==> src/rtl/core/tws_pkg.sv <==
// Package for the three-wire serial master: word widths, register indexes,
// the result word type and the bit count clamp.
// No dependencies; every other file in rtl/core imports it.
package tws_pkg;

    localparam int WORD_BITS  = 16;
    localparam int BITS_W     = $clog2(WORD_BITS + 1);
    localparam int CFG_DATA_W = 5;
    localparam int CFG_IDX_W  = 1;

    localparam logic [CFG_IDX_W-1:0] REG_SEND_BITS = CFG_IDX_W'(0);
    localparam logic [CFG_IDX_W-1:0] REG_RECV_BITS = CFG_IDX_W'(1);

    localparam logic [CFG_DATA_W-1:0] SEND_BITS_RST = CFG_DATA_W'(5);
    localparam logic [CFG_DATA_W-1:0] RECV_BITS_RST = CFG_DATA_W'(15);

    typedef struct packed {
        logic                 clock_level;
        logic                 data_level;
        logic                 data_drive;
        logic                 select_active;
        logic                 busy_res;
        logic                 done_res;
        logic [WORD_BITS-1:0] received_word;
    } t_res;

    // A count of zero runs one bit; a count above the word runs the whole word.
    function automatic logic [BITS_W-1:0] clamp_count(input logic [CFG_DATA_W-1:0] c);
        logic [BITS_W-1:0] r;
        if (c == '0) begin
            r = BITS_W'(1);
        end else if (32'(c) > 32'(WORD_BITS)) begin
            r = BITS_W'(WORD_BITS);
        end else begin
            r = BITS_W'(c);
        end
        return r;
    endfunction

endpackage

==> src/rtl/core/tws_req_if.sv <==
// Request channel of the three-wire serial master: one tick or start word.
// Depends on tws_pkg for the command word width.
interface tws_req_if;
    import tws_pkg::*;

    logic                 valid;
    logic                 ready;
    logic                 req_type;
    logic [WORD_BITS-1:0] command_word;
    logic                 pin_sample;

    modport source (output valid, output req_type, output command_word,
                    output pin_sample, input ready);
    modport sink   (input valid, input req_type, input command_word,
                    input pin_sample, output ready);
endinterface

==> src/rtl/core/tws_res_if.sv <==
// Result channel of the three-wire serial master: pin levels and status.
// Depends on tws_pkg for the received word width.
interface tws_res_if;
    import tws_pkg::*;

    logic                 valid;
    logic                 ready;
    logic                 clock_level;
    logic                 data_level;
    logic                 data_drive;
    logic                 select_active;
    logic                 busy_res;
    logic                 done_res;
    logic [WORD_BITS-1:0] received_word;

    modport source (output valid, output clock_level, output data_level,
                    output data_drive, output select_active, output busy_res,
                    output done_res, output received_word, input ready);
    modport sink   (input valid, input clock_level, input data_level,
                    input data_drive, input select_active, input busy_res,
                    input done_res, input received_word, output ready);
endinterface

==> src/rtl/core/tws_res_buf.sv <==
// Two-word result buffer: output register plus skid register.
// Depends on tws_pkg for the result word type.
module tws_res_buf (
    input  logic         i_clk,
    input  logic         i_rst_n,
    input  logic         i_wr_valid,
    output logic         o_wr_ready,
    input  tws_pkg::t_res i_wr_word,
    output logic         o_rd_valid,
    input  logic         i_rd_ready,
    output tws_pkg::t_res o_rd_word
);
    import tws_pkg::*;

    logic r_out_valid;
    logic r_skid_valid;
    t_res r_out;
    t_res r_skid;
    logic push;
    logic pop;

    assign o_wr_ready = !r_skid_valid;
    assign push       = i_wr_valid && !r_skid_valid;
    assign pop        = r_out_valid && i_rd_ready;
    assign o_rd_valid = r_out_valid;
    assign o_rd_word  = r_out;

    always_ff @(posedge i_clk) begin
        if (!i_rst_n) begin
            r_out_valid  <= 1'b0;
            r_skid_valid <= 1'b0;
        end else if (pop) begin
            if (r_skid_valid) begin
                r_out        <= r_skid;
                r_skid_valid <= 1'b0;
            end else if (push) begin
                r_out <= i_wr_word;
            end else begin
                r_out_valid <= 1'b0;
            end
        end else if (push) begin
            if (!r_out_valid) begin
                r_out       <= i_wr_word;
                r_out_valid <= 1'b1;
            end else begin
                r_skid       <= i_wr_word;
                r_skid_valid <= 1'b1;
            end
        end
    end

endmodule

==> src/rtl/core/three_wire_serial_master_unit.sv <==
// Top level of the three-wire half-duplex serial master.
// Depends on tws_pkg, tws_req_if, tws_res_if and tws_res_buf.
//
// Each request word is one clock-phase tick of the serial link (req_type 0)
// or a start (req_type 1), and each gives exactly one result word with the
// pin levels after that tick. The block takes one request word per cycle;
// the phase sequencer updates in the cycle of acceptance and its result
// lands in a two-word output buffer, so a request word is taken while a
// result still waits, and ready drops only when both buffer words are full.
// A start loads the command word, asserts select and clears the receive
// word; command bits go out LSB first (clock low with the bit driven, then
// clock high), then the data line is released and response bits are sampled
// on the falling phase, filling the word MSB first. The tick that raises the
// clock after the last response bit drops select and flags done. Starts while
// busy are ignored. Bit counts are to be written through the config port only
// while the link is idle; the block itself does not enforce this. A count of
// zero runs one bit and a count above the word runs the word.
module three_wire_serial_master_unit (
    input  logic                            i_clk,
    input  logic                            i_rst_n,
    input  logic                            i_cfg_we,
    input  logic [tws_pkg::CFG_IDX_W-1:0]  i_cfg_idx,
    input  logic [tws_pkg::CFG_DATA_W-1:0] i_cfg_data,
    tws_req_if.sink                         i_req,
    tws_res_if.source                       o_res
);
    import tws_pkg::*;

    typedef enum logic [1:0] {
        PH_IDLE = 2'd0,
        PH_SEND = 2'd1,
        PH_RECV = 2'd2
    } t_phase;

    // Config registers
    logic [CFG_DATA_W-1:0] r_send_bits;
    logic [CFG_DATA_W-1:0] r_recv_bits;

    // Link state
    t_phase               r_phase, n_phase;
    logic                 r_clk_high, n_clk_high;
    logic [BITS_W-1:0]    r_bits_left, n_bits_left;
    logic [WORD_BITS-1:0] r_tx, n_tx;
    logic [WORD_BITS-1:0] r_rx, n_rx;
    logic                 r_drive_lvl, n_drive_lvl;
    logic                 n_done;

    logic buf_ready;
    logic push;
    t_res res_word;
    t_res rd_word;

    assign i_req.ready = buf_ready;
    assign push        = i_req.valid && buf_ready;

    always_ff @(posedge i_clk) begin
        if (!i_rst_n) begin
            r_send_bits <= SEND_BITS_RST;
            r_recv_bits <= RECV_BITS_RST;
        end else if (i_cfg_we) begin
            case (i_cfg_idx)
                REG_SEND_BITS: r_send_bits <= i_cfg_data;
                REG_RECV_BITS: r_recv_bits <= i_cfg_data;
                default: ;
            endcase
        end
    end

    // One clock phase of the link per tick
    always_comb begin
        n_phase     = r_phase;
        n_clk_high  = r_clk_high;
        n_bits_left = r_bits_left;
        n_tx        = r_tx;
        n_rx        = r_rx;
        n_drive_lvl = r_drive_lvl;
        n_done      = 1'b0;

        if (i_req.req_type) begin
            // Start only from idle; a start while busy changes nothing
            if (!(r_phase inside {PH_SEND, PH_RECV})) begin
                n_tx        = i_req.command_word;
                n_rx        = '0;
                n_bits_left = clamp_count(r_send_bits);
                n_drive_lvl = 1'b0;
                n_clk_high  = 1'b1;
                n_phase     = PH_SEND;
            end
        end else begin
            case (r_phase)
                PH_SEND: begin
                    if (r_clk_high) begin
                        // Falling phase: put the next command bit on the line
                        n_clk_high  = 1'b0;
                        n_drive_lvl = r_tx[0];
                    end else begin
                        n_clk_high  = 1'b1;
                        n_tx        = r_tx >> 1;
                        n_bits_left = r_bits_left - BITS_W'(1);
                        if (n_bits_left == '0) begin
                            // Turn the line around for the response
                            n_phase     = PH_RECV;
                            n_bits_left = clamp_count(r_recv_bits);
                            n_drive_lvl = 1'b0;
                        end
                    end
                end
                PH_RECV: begin
                    if (r_clk_high) begin
                        // Falling phase: sample, then make room unless last bit
                        n_clk_high  = 1'b0;
                        n_rx        = {r_rx[WORD_BITS-1:1], i_req.pin_sample};
                        n_bits_left = r_bits_left - BITS_W'(1);
                        if (n_bits_left != '0) begin
                            n_rx = {n_rx[WORD_BITS-2:0], 1'b0};
                        end
                    end else begin
                        n_clk_high = 1'b1;
                        if (r_bits_left == '0) begin
                            n_phase = PH_IDLE;
                            n_done  = 1'b1;
                        end
                    end
                end
                default: begin
                    // Idle or unused code: ticks go to or stay in idle and hold everything else
                    n_phase = PH_IDLE;
                end
            endcase
        end
    end

    always_comb begin
        res_word.clock_level   = n_clk_high;
        res_word.data_drive    = (n_phase == PH_SEND);
        res_word.data_level    = (n_phase == PH_SEND) ? n_drive_lvl : 1'b0;
        res_word.select_active = (n_phase != PH_IDLE);
        res_word.busy_res      = (n_phase != PH_IDLE);
        res_word.done_res      = n_done;
        res_word.received_word = n_rx;
    end

    always_ff @(posedge i_clk) begin
        if (!i_rst_n) begin
            r_phase     <= PH_IDLE;
            r_clk_high  <= 1'b1;
            r_bits_left <= '0;
            r_tx        <= '0;
            r_rx        <= '0;
            r_drive_lvl <= 1'b0;
        end else if (push) begin
            r_phase     <= n_phase;
            r_clk_high  <= n_clk_high;
            r_bits_left <= n_bits_left;
            r_tx        <= n_tx;
            r_rx        <= n_rx;
            r_drive_lvl <= n_drive_lvl;
        end
    end

    tws_res_buf u_res_buf (
        .i_clk      (i_clk),
        .i_rst_n    (i_rst_n),
        .i_wr_valid (i_req.valid),
        .o_wr_ready (buf_ready),
        .i_wr_word  (res_word),
        .o_rd_valid (o_res.valid),
        .i_rd_ready (o_res.ready),
        .o_rd_word  (rd_word)
    );

    assign o_res.clock_level   = rd_word.clock_level;
    assign o_res.data_level    = rd_word.data_level;
    assign o_res.data_drive    = rd_word.data_drive;
    assign o_res.select_active = rd_word.select_active;
    assign o_res.busy_res      = rd_word.busy_res;
    assign o_res.done_res      = rd_word.done_res;
    assign o_res.received_word = rd_word.received_word;

endmodule

==> src/flat_wrapper.sv <==
// flat-port wrapper written by rule: the top's interface ports become plain ports
module three_wire_serial_master_unit_flat import tws_pkg::*;
  (i_clk, i_rst_n, i_cfg_we, i_cfg_idx, i_cfg_data, i_req_valid, i_req_req_type, i_req_command_word, i_req_pin_sample, i_req_ready, o_res_valid, o_res_clock_level, o_res_data_level, o_res_data_drive, o_res_select_active, o_res_busy_res, o_res_done_res, o_res_received_word, o_res_ready);
  tws_req_if i_req_i ();
  tws_res_if o_res_i ();
  input  logic i_clk;
  input  logic i_rst_n;
  input  logic i_cfg_we;
  input  logic [tws_pkg::CFG_IDX_W-1:0] i_cfg_idx;
  input  logic [tws_pkg::CFG_DATA_W-1:0] i_cfg_data;
  input wire logic [$bits(i_req_i.valid)-1:0] i_req_valid;
  input wire logic [$bits(i_req_i.req_type)-1:0] i_req_req_type;
  input wire logic [$bits(i_req_i.command_word)-1:0] i_req_command_word;
  input wire logic [$bits(i_req_i.pin_sample)-1:0] i_req_pin_sample;
  output wire logic [$bits(i_req_i.ready)-1:0] i_req_ready;
  output wire logic [$bits(o_res_i.valid)-1:0] o_res_valid;
  output wire logic [$bits(o_res_i.clock_level)-1:0] o_res_clock_level;
  output wire logic [$bits(o_res_i.data_level)-1:0] o_res_data_level;
  output wire logic [$bits(o_res_i.data_drive)-1:0] o_res_data_drive;
  output wire logic [$bits(o_res_i.select_active)-1:0] o_res_select_active;
  output wire logic [$bits(o_res_i.busy_res)-1:0] o_res_busy_res;
  output wire logic [$bits(o_res_i.done_res)-1:0] o_res_done_res;
  output wire logic [$bits(o_res_i.received_word)-1:0] o_res_received_word;
  input wire logic [$bits(o_res_i.ready)-1:0] o_res_ready;
  assign i_req_i.valid = i_req_valid;
  assign i_req_i.req_type = i_req_req_type;
  assign i_req_i.command_word = i_req_command_word;
  assign i_req_i.pin_sample = i_req_pin_sample;
  assign i_req_ready = i_req_i.ready;
  assign o_res_valid = o_res_i.valid;
  assign o_res_clock_level = o_res_i.clock_level;
  assign o_res_data_level = o_res_i.data_level;
  assign o_res_data_drive = o_res_i.data_drive;
  assign o_res_select_active = o_res_i.select_active;
  assign o_res_busy_res = o_res_i.busy_res;
  assign o_res_done_res = o_res_i.done_res;
  assign o_res_received_word = o_res_i.received_word;
  assign o_res_i.ready = o_res_ready;
  three_wire_serial_master_unit u_core (.i_clk(i_clk), .i_rst_n(i_rst_n), .i_cfg_we(i_cfg_we), .i_cfg_idx(i_cfg_idx), .i_cfg_data(i_cfg_data), .i_req(i_req_i), .o_res(o_res_i));
endmodule
==> config.mk <==
export PLATFORM = sky130hd
export DESIGN_NAME = three_wire_serial_master_unit_flat
export DESIGN_NICKNAME = d
export VERILOG_FILES = /design/src/rtl/core/tws_pkg.sv /design/src/rtl/core/tws_req_if.sv /design/src/rtl/core/tws_res_if.sv /design/src/rtl/core/tws_res_buf.sv /design/src/rtl/core/three_wire_serial_master_unit.sv /design/src/flat_wrapper.sv
export SDC_FILE = /design/constraint.sdc
export NUM_CORES = 1
export LEC_CHECK = 0
export BUFFER_PORTS_ARGS = -buffer_cell sky130_fd_sc_hd__buf_4
export CORE_MARGIN = 2
export CORE_UTILIZATION = 62
export DETAILED_ROUTE_END_ITERATION = 8
export GPL_TIMING_DRIVEN = 0
export PLACE_DENSITY = 0.85
export SLEW_MARGIN = 20
export SYNTH_ARGS = -nofsm -noshare
export SYNTH_HDL_FRONTEND = slang
export SYNTH_SLANG_ARGS = --single-unit
==> constraint.sdc <==
create_clock -name i_clk -period 9.95 [get_ports i_clk]
set_input_delay 1.4925 -clock i_clk [delete_from_list [all_inputs] [get_ports i_clk]]
set_output_delay 1.4925 -clock i_clk [all_outputs]
set_load 0.05 [all_outputs]
==> summary.txt <==
Detailed routing
  • Drt first-iter violations: 229
  • Wire per inst: approximately 15 µm
  • Met3 routed wirelength: between 500 and 600 µm
  • DR WL met2: roughly 4300 µm
  • Vias: between 3000 and 4000
  • Number of routed nets with antenna violations: 0
  • Vias per inst: around 5.8
  • Met1 WL: between 3000 and 4000 µm
  • Top Metal Used: met4
  • TritonRoute pass-1 iters: 5
  • Final wirelength: ~8900 µm
  • DRC Markers: 0

Worst hold path
  • Hold Crit Start: u_core.r_rx[15]$_SDFFE_PN0P_
  • Hold WC Path Type: flop to flop
  • Hold Crit Depth: 2

Clock tree
  • CTS Buffer Depth: 2
  • Clock-pin slew on the worst setup and hold paths: 0.10 ns
  • Worst-Skew Late Latency: roughly 0.38 ns
  • CTS root buffer: clkbuf_8
  • CTS tree: done
  • Setup bufs post-CTS: 0
  • Clk sinks: 95
  • CTS Buf Count: 9
  • Hold buffers post-CTS: 0
  • Htree depth: 3
  • Post-cts sizing count: 0

Timing
  • Final Hold Fails: 0
  • Setup TNS: 0 ns
  • Least-Margin Pin Slew: 0.961 ns
  • Slew Viols, Final: 0
  • Final hold slack: around 0.49 ns
  • Min Clock Period, post-route: 3.07 ns
  • Worst slew margin: 35.9%
  • Final Cycle Share: 30.9%
  • Final worst setup slack: a little under 7 ns
  • RSZ-0062 raised after global routing: no
  • Final setup fails: 0
  • Clk_skew: ~0.014 ns
  • Fmax: around 0.33 GHz

Synthesis
  • Sequential cell area fraction in the yosys report: a little over half
  • Area leader, netlist: edfxtp_1
  • Synthesized cell area: 0.00440 mm²
  • Cell variety after synth: 54
  • Avg Cell Area, Syn: around 11 µm²
  • Mapped Nets: between 400 and 500
  • YS warnings: 0
  • Post-synth EDFFs: 42
  • Seq cells post-synth: 95
  • Ranking of synthesized cells by area: edfxtp_1 (29%), dfxtp_1 (24%), nand2_1 (5.4%)
  • Top-area cell type share of the netlist area: between 20% and 30%
  • Cell with the most instances after synthesis: nand2_1
  • Commonest cells in the netlist: nand2_1 (63), dfxtp_1 (53), edfxtp_1 (42), nand3_1 (27), o21ai_0 (25)
  • Main synth FF type: dfxtp_1
  • Async set-reset flop share out of synthesis: 0%
  • Post-Syn Instances: about 410

Placement
  • DP Worst Slack: about 6.5 ns
  • GPL Wtd Cong: between 0.9 and 1
  • Placement Cell Area: a little under 0.005 mm²
  • Placed insts: 562
  • DP HPWL: ~6400 µm
  • I/O Buffers: 51

Run status
  • Status: complete, no violations

Final layout
  • Final Non-Filler Cells: 578
  • Antenna fix cells: 0
  • Final instance area: 0.00513 mm²
  • Layout Area Growth over Synthesis: 16.8%
  • Share of cells above drive strength 1: between 20% and 30%
  • # fillers: between 400 and 500
  • Fin nets: around 510

Worst setup path
  • Worst setup SP type: primary input
  • Crit path launch: i_req_valid
  • Setup crit end kind: flop
  • Cell chain of the critical path: buf_4 -> nor2b_1 -> clkbuf_1 -> and3_1
  • Crit Path Category: primary input to flop
  • Largest stage delay, worst path: approximately 0.87 ns
  • CP Max Fanout: 22
  • Flop-to-flop setup slack: ~7.5 ns
  • FF-to-FF Start: u_core.r_bits_left[0]$_SDFFE_PN0P_
  • CP max stage cell: and3_1
  • R2R depth: 9
  • CP required: 9.96 ns
  • Critical path arrival: between 3 and 4 ns

Floorplan
  • Die Width: around 88 µm
  • Die height: between 80 and 90 µm
  • Core box area: approximately 0.0068 mm²
  • # rows: 30
  • Die area: ~0.008 mm²
  • Initial Util: 64.4%
  • Total I/O pin count: 53

GRT
  • Vias in the first global route: roughly 3100
  • First-pass GRT wire length: about 15000 µm
  • Global Route Usage Sum: ~25%
  • Overflow left after global routing: 0
  • Pin count of the biggest net entering global routing: 23
  • Initial antenna violation count: 0

Power
  • P_leak: approximately 2.2 nW
  • Pwr per Cell Area: about 160 mW/mm²
  • Worst VDD drop: roughly 0.00009 V

Job
  • Total of max-cap violations: 0
==> power breakdown <==
| part | internal, W | total (W) | switching (W) |
|---|---|---|---|
| Clock | 0.000102 | 0.000258 | 0.000156 |
| Combinational | 0.0000487 | 0.000126 | 0.0000770 |
| Sequential | 0.000424 | 0.000435 | 0.0000105 |
| Total | 0.000574 | 0.000818 | 0.000244 |
==> per-layer routing <==
layer,GRT usage (%),vias to the layer above
li1,-,1634
met1,31.1,1602
met2,39.5,112
met3,6.34,16
met4,11.3,0
met5,0,-
==> kinds of logic (layout without fill, tap and decap cells) <==
kind of cell,after synthesis,count (layout),synth area share [%]
muxes,36,36,8.65
adders and majority gates,7,7,1.99
buffers and inverters,41,111,4.38
xor gates and xnor gates,1,1,0.199
AOI/OAI and AO/OA,94,94,17.2
DFF,95,95,52.8
and+or+nand+nor,138,138,14.8
==> worst max-delay path: cells and delay by family <==
family	cells	cell delay [ns]
buffers and inverters	2	0.47
and+or+nand+nor	2	1.11
==> cells in the final DEF (no fill, tap or decap), types with 4 or more instances in the layout <==
cell type / instances
a21oi_1: 5
a22o_1: 14
buf_2: 7
buf_4: 55
clkbuf_1: 15
clkbuf_8: 9
dfxtp_1: 53
edfxtp_1: 42
ha_1: 7
inv_1: 14
mux2_2: 16
mux2i_1: 20
nand2_1: 63
nand2b_1: 6
nand3_1: 27
nor2_1: 14
nor2b_1: 7
nor3_1: 5
o211a_1: 17
o21ai_0: 25
o21ai_1: 4
==> path summary, 6_finish.rpt <==
path                                                                end
worst max register to register  u_core.u_res_buf.o_rd_word[2]$_DFFE_PP_
worst min-delay path                       u_core.r_rx[15]$_SDFFE_PN0P_
worst max-delay path              u_core.u_res_buf.r_skid[10]$_DFFE_PP_
worst min register to register             u_core.r_rx[15]$_SDFFE_PN0P_
==> state kept, by name, indices dropped and copies added, names as in the netlist, 2 cells and up <==
signal,count
u_core.r_rx,16
u_core.r_tx,16
u_core.u_res_buf.o_rd_word,21
u_core.r_recv_bits,5
u_core.r_bits_left,5
u_core.r_send_bits,5
u_core.u_res_buf.r_skid,21
u_core.r_phase,2
==> metrics by stage <==
step / util (%) / total power (W)
2_1_floorplan: - / 0.000530
3_3_place_gp: 71.7 / 0.000563
3_5_place_dp: 72.1 / 0.000568
4_1_cts: 75.2 / 0.000821
5_1_grt: 75.2 / 0.000848
6_report: 75.2 / 0.000818
==> final cells by class <==
cell class / instances / area, µm² / area share, %
plain buffers: 27 / 140 / 2.73
well taps: 96 / 120 / 2.34
clock buffers: 9 / 124 / 2.41
repair buffers: 54 / 403 / 7.85
inverters: 14 / 52.6 / 1.02
multi-input cells: 276 / 1890 / 36.8
clock inverters: 7 / 83.8 / 1.63
flip-flops and latches: 95 / 2320 / 45.2
(Power assumes the default switching activity.)
